[src/design/iirbp_pkg.sv]
package iirbp_pkg;

    localparam int STATE_WIDTH_DEF   = 48;
    localparam int FRACTION_BITS_DEF = 16;
    localparam int SAMPLE_WIDTH      = 10;
    localparam int OUT_WIDTH         = 24;
    localparam int OUT_FRAC          = 8;
    localparam int SECTIONS          = 4;
    localparam int SEC_WIDTH         = $clog2(SECTIONS);
    localparam int COEF_WIDTH        = 32;
    localparam int COEF_SHIFT        = 30;
    localparam int MUL_SPLIT         = 32;

    typedef logic [SEC_WIDTH-1:0]         sec_t;
    typedef logic signed [COEF_WIDTH-1:0] coef_t;

    // section with a fully multiplied numerator, and the one with a plus sign on 2*z1
    localparam sec_t SEC_LP_MUL = sec_t'(0);
    localparam sec_t SEC_LP_ADD = sec_t'(1);
    localparam sec_t SEC_LAST   = sec_t'(SECTIONS - 1);

    localparam coef_t COEF_A1 [SECTIONS] = '{
        -32'sd1024256821, -32'sd1294896455, -32'sd2122687138, -32'sd2137515963
    };
    localparam coef_t COEF_A2 [SECTIONS] = '{
        32'sd271778616, 32'sd650240139, 32'sd1049114428, 32'sd1063936553
    };
    localparam coef_t LP_B0 = 32'sd7895030;
    localparam coef_t LP_B1 = 32'sd15790061;
    localparam coef_t LP_B2 = 32'sd7895030;

    typedef enum logic [2:0] {TAP_A1, TAP_A2, TAP_B0, TAP_B1, TAP_B2} tap_t;
    typedef enum logic [1:0] {MUL_Z1, MUL_Z2, MUL_W} mul_src_t;
    typedef enum logic [1:0] {A_X, A_ACC, A_W} acc_a_t;
    typedef enum logic [1:0] {B_PROD, B_TWICE, B_Z2} acc_b_t;
    typedef enum logic [1:0] {OP_LOAD, OP_ADD, OP_SUB} acc_op_t;

    typedef struct packed {
        logic     load_in;
        logic     mul_issue;
        mul_src_t mul_src;
        tap_t     tap;
        logic     prod_load;
        logic     acc_en;
        acc_a_t   a_sel;
        acc_b_t   b_sel;
        acc_op_t  op;
        logic     w_load;
        logic     commit;
        logic     out_load;
        sec_t     sec;
    } cmd_t;

    typedef struct packed {
        logic out_free;
    } status_t;

    function automatic coef_t coef_lookup(input sec_t sec, input tap_t tap);
        coef_t c;
        c = '0;
        unique case (tap)
            TAP_A1:  c = COEF_A1[sec];
            TAP_A2:  c = COEF_A2[sec];
            TAP_B0:  c = LP_B0;
            TAP_B1:  c = LP_B1;
            TAP_B2:  c = LP_B2;
            default: c = '0;
        endcase
        return c;
    endfunction

endpackage

[src/design/iirbp_ctrl.sv]
module iirbp_ctrl (
    input  logic               clk,
    input  logic               rst_n,
    input  logic               in_valid,
    output logic               in_stall,
    input  iirbp_pkg::status_t status,
    output iirbp_pkg::cmd_t    cmd
);

    typedef enum logic [2:0] {ST_IDLE, ST_MUL, ST_PROD, ST_ACC, ST_OUT} state_t;
    typedef enum logic [2:0] {STEP_FB1, STEP_FB2, STEP_NUM0, STEP_NUM1, STEP_NUM2} step_t;

    state_t            state_reg, state_next;
    step_t             step_reg, step_next;
    iirbp_pkg::sec_t   sec_reg, sec_next;

    iirbp_pkg::mul_src_t mul_src;
    iirbp_pkg::tap_t     tap;
    iirbp_pkg::acc_a_t   a_sel;
    iirbp_pkg::acc_b_t   b_sel;
    iirbp_pkg::acc_op_t  op;
    logic                w_flag;
    logic                last_step;
    logic                full_mul;

    assign full_mul = (sec_reg == iirbp_pkg::SEC_LP_MUL);

    // per-step decode
    always_comb
    begin
        mul_src   = iirbp_pkg::MUL_Z1;
        tap       = iirbp_pkg::TAP_A1;
        a_sel     = iirbp_pkg::A_ACC;
        b_sel     = iirbp_pkg::B_PROD;
        op        = iirbp_pkg::OP_ADD;
        w_flag    = 1'b0;
        last_step = 1'b0;
        unique case (step_reg)
            STEP_FB1:
            begin
                mul_src = iirbp_pkg::MUL_Z1;
                tap     = iirbp_pkg::TAP_A1;
                a_sel   = iirbp_pkg::A_X;
                op      = iirbp_pkg::OP_SUB;
            end
            STEP_FB2:
            begin
                mul_src = iirbp_pkg::MUL_Z2;
                tap     = iirbp_pkg::TAP_A2;
                op      = iirbp_pkg::OP_SUB;
                w_flag  = 1'b1;
            end
            STEP_NUM0:
            begin
                mul_src = iirbp_pkg::MUL_W;
                tap     = iirbp_pkg::TAP_B0;
                if (full_mul)
                begin
                    op = iirbp_pkg::OP_LOAD;
                end
                else
                begin
                    a_sel = iirbp_pkg::A_W;
                    b_sel = iirbp_pkg::B_TWICE;
                    op    = (sec_reg == iirbp_pkg::SEC_LP_ADD) ?
                            iirbp_pkg::OP_ADD : iirbp_pkg::OP_SUB;
                end
            end
            STEP_NUM1:
            begin
                mul_src = iirbp_pkg::MUL_Z1;
                tap     = iirbp_pkg::TAP_B1;
                if (!full_mul)
                begin
                    b_sel     = iirbp_pkg::B_Z2;
                    last_step = 1'b1;
                end
            end
            STEP_NUM2:
            begin
                mul_src   = iirbp_pkg::MUL_Z2;
                tap       = iirbp_pkg::TAP_B2;
                last_step = 1'b1;
            end
            default:
            begin
                last_step = 1'b1;
            end
        endcase
    end

    always_comb
    begin
        cmd         = '0;
        cmd.sec     = sec_reg;
        cmd.mul_src = mul_src;
        cmd.tap     = tap;
        cmd.a_sel   = a_sel;
        cmd.b_sel   = b_sel;
        cmd.op      = op;
        state_next  = state_reg;
        step_next   = step_reg;
        sec_next    = sec_reg;
        unique case (state_reg)
            ST_IDLE:
            begin
                cmd.load_in = in_valid;
                if (in_valid)
                begin
                    sec_next   = '0;
                    step_next  = STEP_FB1;
                    state_next = ST_MUL;
                end
            end
            ST_MUL:
            begin
                cmd.mul_issue = 1'b1;
                state_next    = ST_PROD;
            end
            ST_PROD:
            begin
                cmd.prod_load = 1'b1;
                state_next    = ST_ACC;
            end
            ST_ACC:
            begin
                cmd.acc_en = 1'b1;
                cmd.w_load = w_flag;
                cmd.commit = last_step;
                if (last_step)
                begin
                    step_next = STEP_FB1;
                    if (sec_reg == iirbp_pkg::SEC_LAST)
                    begin
                        state_next = ST_OUT;
                    end
                    else
                    begin
                        sec_next   = sec_reg + 1'b1;
                        state_next = ST_MUL;
                    end
                end
                else
                begin
                    step_next  = step_t'(step_reg + 3'd1);
                    state_next = full_mul ? ST_MUL :
                                 ((step_reg == STEP_FB1) ? ST_MUL : ST_ACC);
                end
            end
            ST_OUT:
            begin
                cmd.out_load = status.out_free;
                if (status.out_free)
                begin
                    state_next = ST_IDLE;
                end
            end
            default:
            begin
                state_next = ST_IDLE;
            end
        endcase
    end

    always_ff @(posedge clk or negedge rst_n)
    begin
        if (!rst_n)
        begin
            state_reg <= ST_IDLE;
            step_reg  <= STEP_FB1;
            sec_reg   <= '0;
        end
        else
        begin
            state_reg <= state_next;
            step_reg  <= step_next;
            sec_reg   <= sec_next;
        end
    end

    assign in_stall = (state_reg != ST_IDLE);

endmodule

[config.mk]
export PLATFORM = sky130hd
export DESIGN_NAME = iirbp_ctrl
export DESIGN_NICKNAME = d
export VERILOG_FILES = /design/src/design/iirbp_pkg.sv /design/src/design/iirbp_ctrl.sv
export SDC_FILE = /design/constraint.sdc
export NUM_CORES = 1
export LEC_CHECK = 0
export ABC_CLOCK_PERIOD_IN_PS = 2140
export BUFFER_PORTS_ARGS = -buffer_cell sky130_fd_sc_hd__buf_2
export CORE_MARGIN = 3
export CORE_UTILIZATION = 50
export CTS_BUF_LIST = sky130_fd_sc_hd__clkbuf_8
export DETAILED_ROUTE_END_ITERATION = 6
export PLACE_DENSITY_LB_ADDON = 0.05
export SKIP_LAST_GASP = 1
export SYNTH_ARGS = -nofsm -noshare
export SYNTH_HDL_FRONTEND = slang
export SYNTH_SLANG_ARGS = --single-unit
export TNS_END_PERCENT = 1
[constraint.sdc]
create_clock -name clk -period 2.14 [get_ports clk]
set_input_delay 0.107 -clock clk [delete_from_list [all_inputs] [get_ports clk]]
set_output_delay 0.107 -clock clk [all_outputs]
set_load 0.03 [all_outputs]
==> results summary <==
The share of layout cells above drive strength 1 came out at slightly above 40%. The worst hold path terminates at state_reg[2]. The number of placement rows came out at 13. The worst path in the final design needs a cycle of approximately 2.0 ns, including I/O delays and setup. The timing-limited maximum frequency came out at between 500 and 600 MHz. The tree is rooted in a clkbuf_8. The data required time at the worst endpoint is a little over 2 ns. The worst hold-check path type is input port to register. The worst path arrival time is 1.89 ns. Of the synthesized area, sequential elements account for between 20% and 30%.

For this configuration, the core starts out at a cell density of around 54%. The number of top-level pins is 25. Measured against its own limit, the worst slew margin works out to 68.8%. The initial antenna violation count came out at 0. The net count of the mapped netlist is 97. The biggest area contributor in the post-synthesis netlist is dfrtp_1.

After detailed routing, the number of vias per cell comes to around 5.4. The depth of the most critical reg-to-reg path came out at 5. The synthesized design contains 0 enable-type register cells. In this run the tool buffered the top-level ports with 24 buffer cells. The number of global-route vias before repair came out at 622.

The largest net degree at the start of global routing came out at 12. STA classifies the critical path startpoint as a register. The number of warnings reported in the yosys synthesis log is 0.

The post-synthesis area per instance is ~8.5 sq um. The area of the die came out at 1940 sq um. The register-to-register setup slack is 0.35 ns. The start-to-end type of the worst setup path is register to primary output.

The total routed wirelength came out at 1630 microns. The startpoint identified for the worst hold timing path is status. In this design, the stage delay of the slowest critical-path cell is about 0.40 ns. The final worst clock skew is between 0.0002 and 0.0003 ns. In this run the worst path has a maximum fanout of 7. The all-layer global routing usage came out at about a fifth. After floorplanning, the core was sized to cover about 1300 sq um. The post-synthesis cell count came out at 85.

The first-pass detailed-route iteration total came out at 3. Along the worst hold path, the cell count comes to 2. The count of final hold-check violations is 0. The half-perimeter wire length after placement came out at about 1200 microns. After synthesis, the cell types taking the most area are dfrtp_1 (28%), ha_1 (14%), nor2_1 (5.2%). The synthesis-stage register bit count came out at 8. The residual DRC count is 0. The count of different cell masters after synthesis came out at 38.

From left edge to right edge, the die measures 44 microns. The number of buffers and inverters on the critical path is 1. The fraction of synthesis flops using an asynchronous set or reset pin is 100%. The critical path depth came out at 6. The number of sinks driven by the clock tree is 8. Across the run, the number of max-cap violations was 0. The die height came out at approximately 44 microns. Setup violations remaining at the end of the flow were counted as 0. The net count reported at finish is between 100 and 150. The synthesized netlist occupies a cell area of between 700 and 800 sq um.

The final weighted congestion of routability-driven global placement came out at slightly above 0.8. Among all cell types in the netlist, the one instantiated most often is nor2_1. For the pin with the worst max-slew slack, the measured transition is between 0.4 and 0.5 ns. Dividing the detail-routed wire length by the instance count gives around 13 microns. The count of pins over their slew limit came out at 0.

The post-route fraction of the period consumed by the critical path came out at 93.2%. After the first detailed-routing iteration, the DRC count stood at 12. In this run the number of H-tree levels came out at 1. The number of nets still failing antenna checks after routing is 0. The post-CTS clock slew at the launch and capture registers of the worst setup and hold paths is about 0.04 ns. The largest individual stage delay along the critical path comes from the cell dfrtp_1. The wire length of the first global-routing pass is approximately 2700 microns. The clock reaches the later pin of the worst-skew pair after 0.23 ns. For this run, the leading register cell type out of synthesis is dfrtp_1. TritonCTS built the clock tree. The critical path capture point type is a primary output. The worst register-to-register path begins at step_reg[0]. The cell type group with the largest total delay on the critical path is simple AND/OR/NAND/NOR gates. The buffer depth of the longest clock path came out at 2.

The remaining global-route overflow came out at 0. 0 antenna diodes ended up in the layout. The commonest cells after synthesis are nor2_1 (10), inv_1 (9), nand2_1 (9). The layout overhead on the synthesized area is 32.4%.

The aggregate negative setup slack came out at 0 ns. The vias after detailed routing is a little under 700. In this run the critical register-to-register path is captured at step_reg[1]. The critical path goes through ha_2, ha_4, nor2b_2, or3_4, and2_1, buf_4. The share of the synthesized area in the top cell type came out at between 20 and 30%. The total CTS buffers came out at 3. Setup repair after global routing left no endpoint under its margin. The flow ran to the end, and the final reports show no timing, DRC or antenna violations.
## layout make-up
type / count / area, sq um
tap: 15 / 18.8
timing repair buffer: 29 / 163
multi-input combinational: 64 / 499
sequential: 8 / 200
fill: 107 / 378
clock buffer: 3 / 41.3
inverter: 9 / 33.8
## cells in the final DEF (no fill, tap or decap), drive strengths merged, types with 2 or more instances in the layout
cell     n
inv      9
or2      2
nand2    9
o21a     2
nor2    10
or3      3
dfrtp    8
ha       8
o211ai   3
o22ai    2
buf     28
clkbuf   3
## worst max path at each step
| stage | from | to | slack, ns |
|---|---|---|---|
| 2_1_floorplan | step_reg[0] | cmd[3] | 0.21 |
| 3_3_place_gp | step_reg[0] | cmd[3] | 0.17 |
| 3_5_place_dp | step_reg[0] | cmd[3] | 0.15 |
| 4_1_cts | step_reg[0] | cmd[3] | 0.02 |
| 5_1_grt | step_reg[0] | cmd[3] | 0.05 |
| 6_report | step_reg[0] | cmd[3] | 0.14 |
## layer usage
metal / GRT usage [%] / vias up / part of all wire [%]
li1: - / 356 / -
met1: 26.5 / 314 / 49
met2: 28.5 / 21 / 43
met3: 4.98 / 2 / 6.8
met4: 9.04 / 0 / 0.74
met5: 0 / - / 0
## metrics by stage
step	utilization [%]	area (sq um)	worst slack (ns)	hold WS (ns)	std cells
after floorplan	-	728	0.205	-0.189	85
after global placement	63.7	850	0.172	-0.0427	121
after detailed placement	63.7	850	0.145	-0.0428	121
after CTS	70.0	933	0.0237	0.0463	127
after global routing	71.7	956	0.0537	0.0541	128
final	71.7	956	0.145	0.0501	128
## cell families (layout without fill, tap and decap cells)
logic type / count (synthesis) / in the layout / synth area share [%]
flops: 8 / 8 / 27.7
mux: 1 / 1 / 1.39
fa+ha+maj: 8 / 8 / 13.9
compound gates: 18 / 18 / 19.8
buf+inv: 13 / 41 / 8.14
simple gates: 37 / 37 / 29.1
## timing repair
| item | 4_1_cts | 5_1_grt |
|---|---|---|
| setup buffers | 2 | 1 |
| hold buffers | 1 | 0 |
| endpoints found under the setup margin | 1 | 1 |
| resized for setup | 4 | 4 |
| pin swaps | 0 | 1 |
| hold endpoints to repair | 8 | 0 |
Power is not shown: default switching activity piles up to over one toggle a cycle in this logic, so the estimate is an artifact.
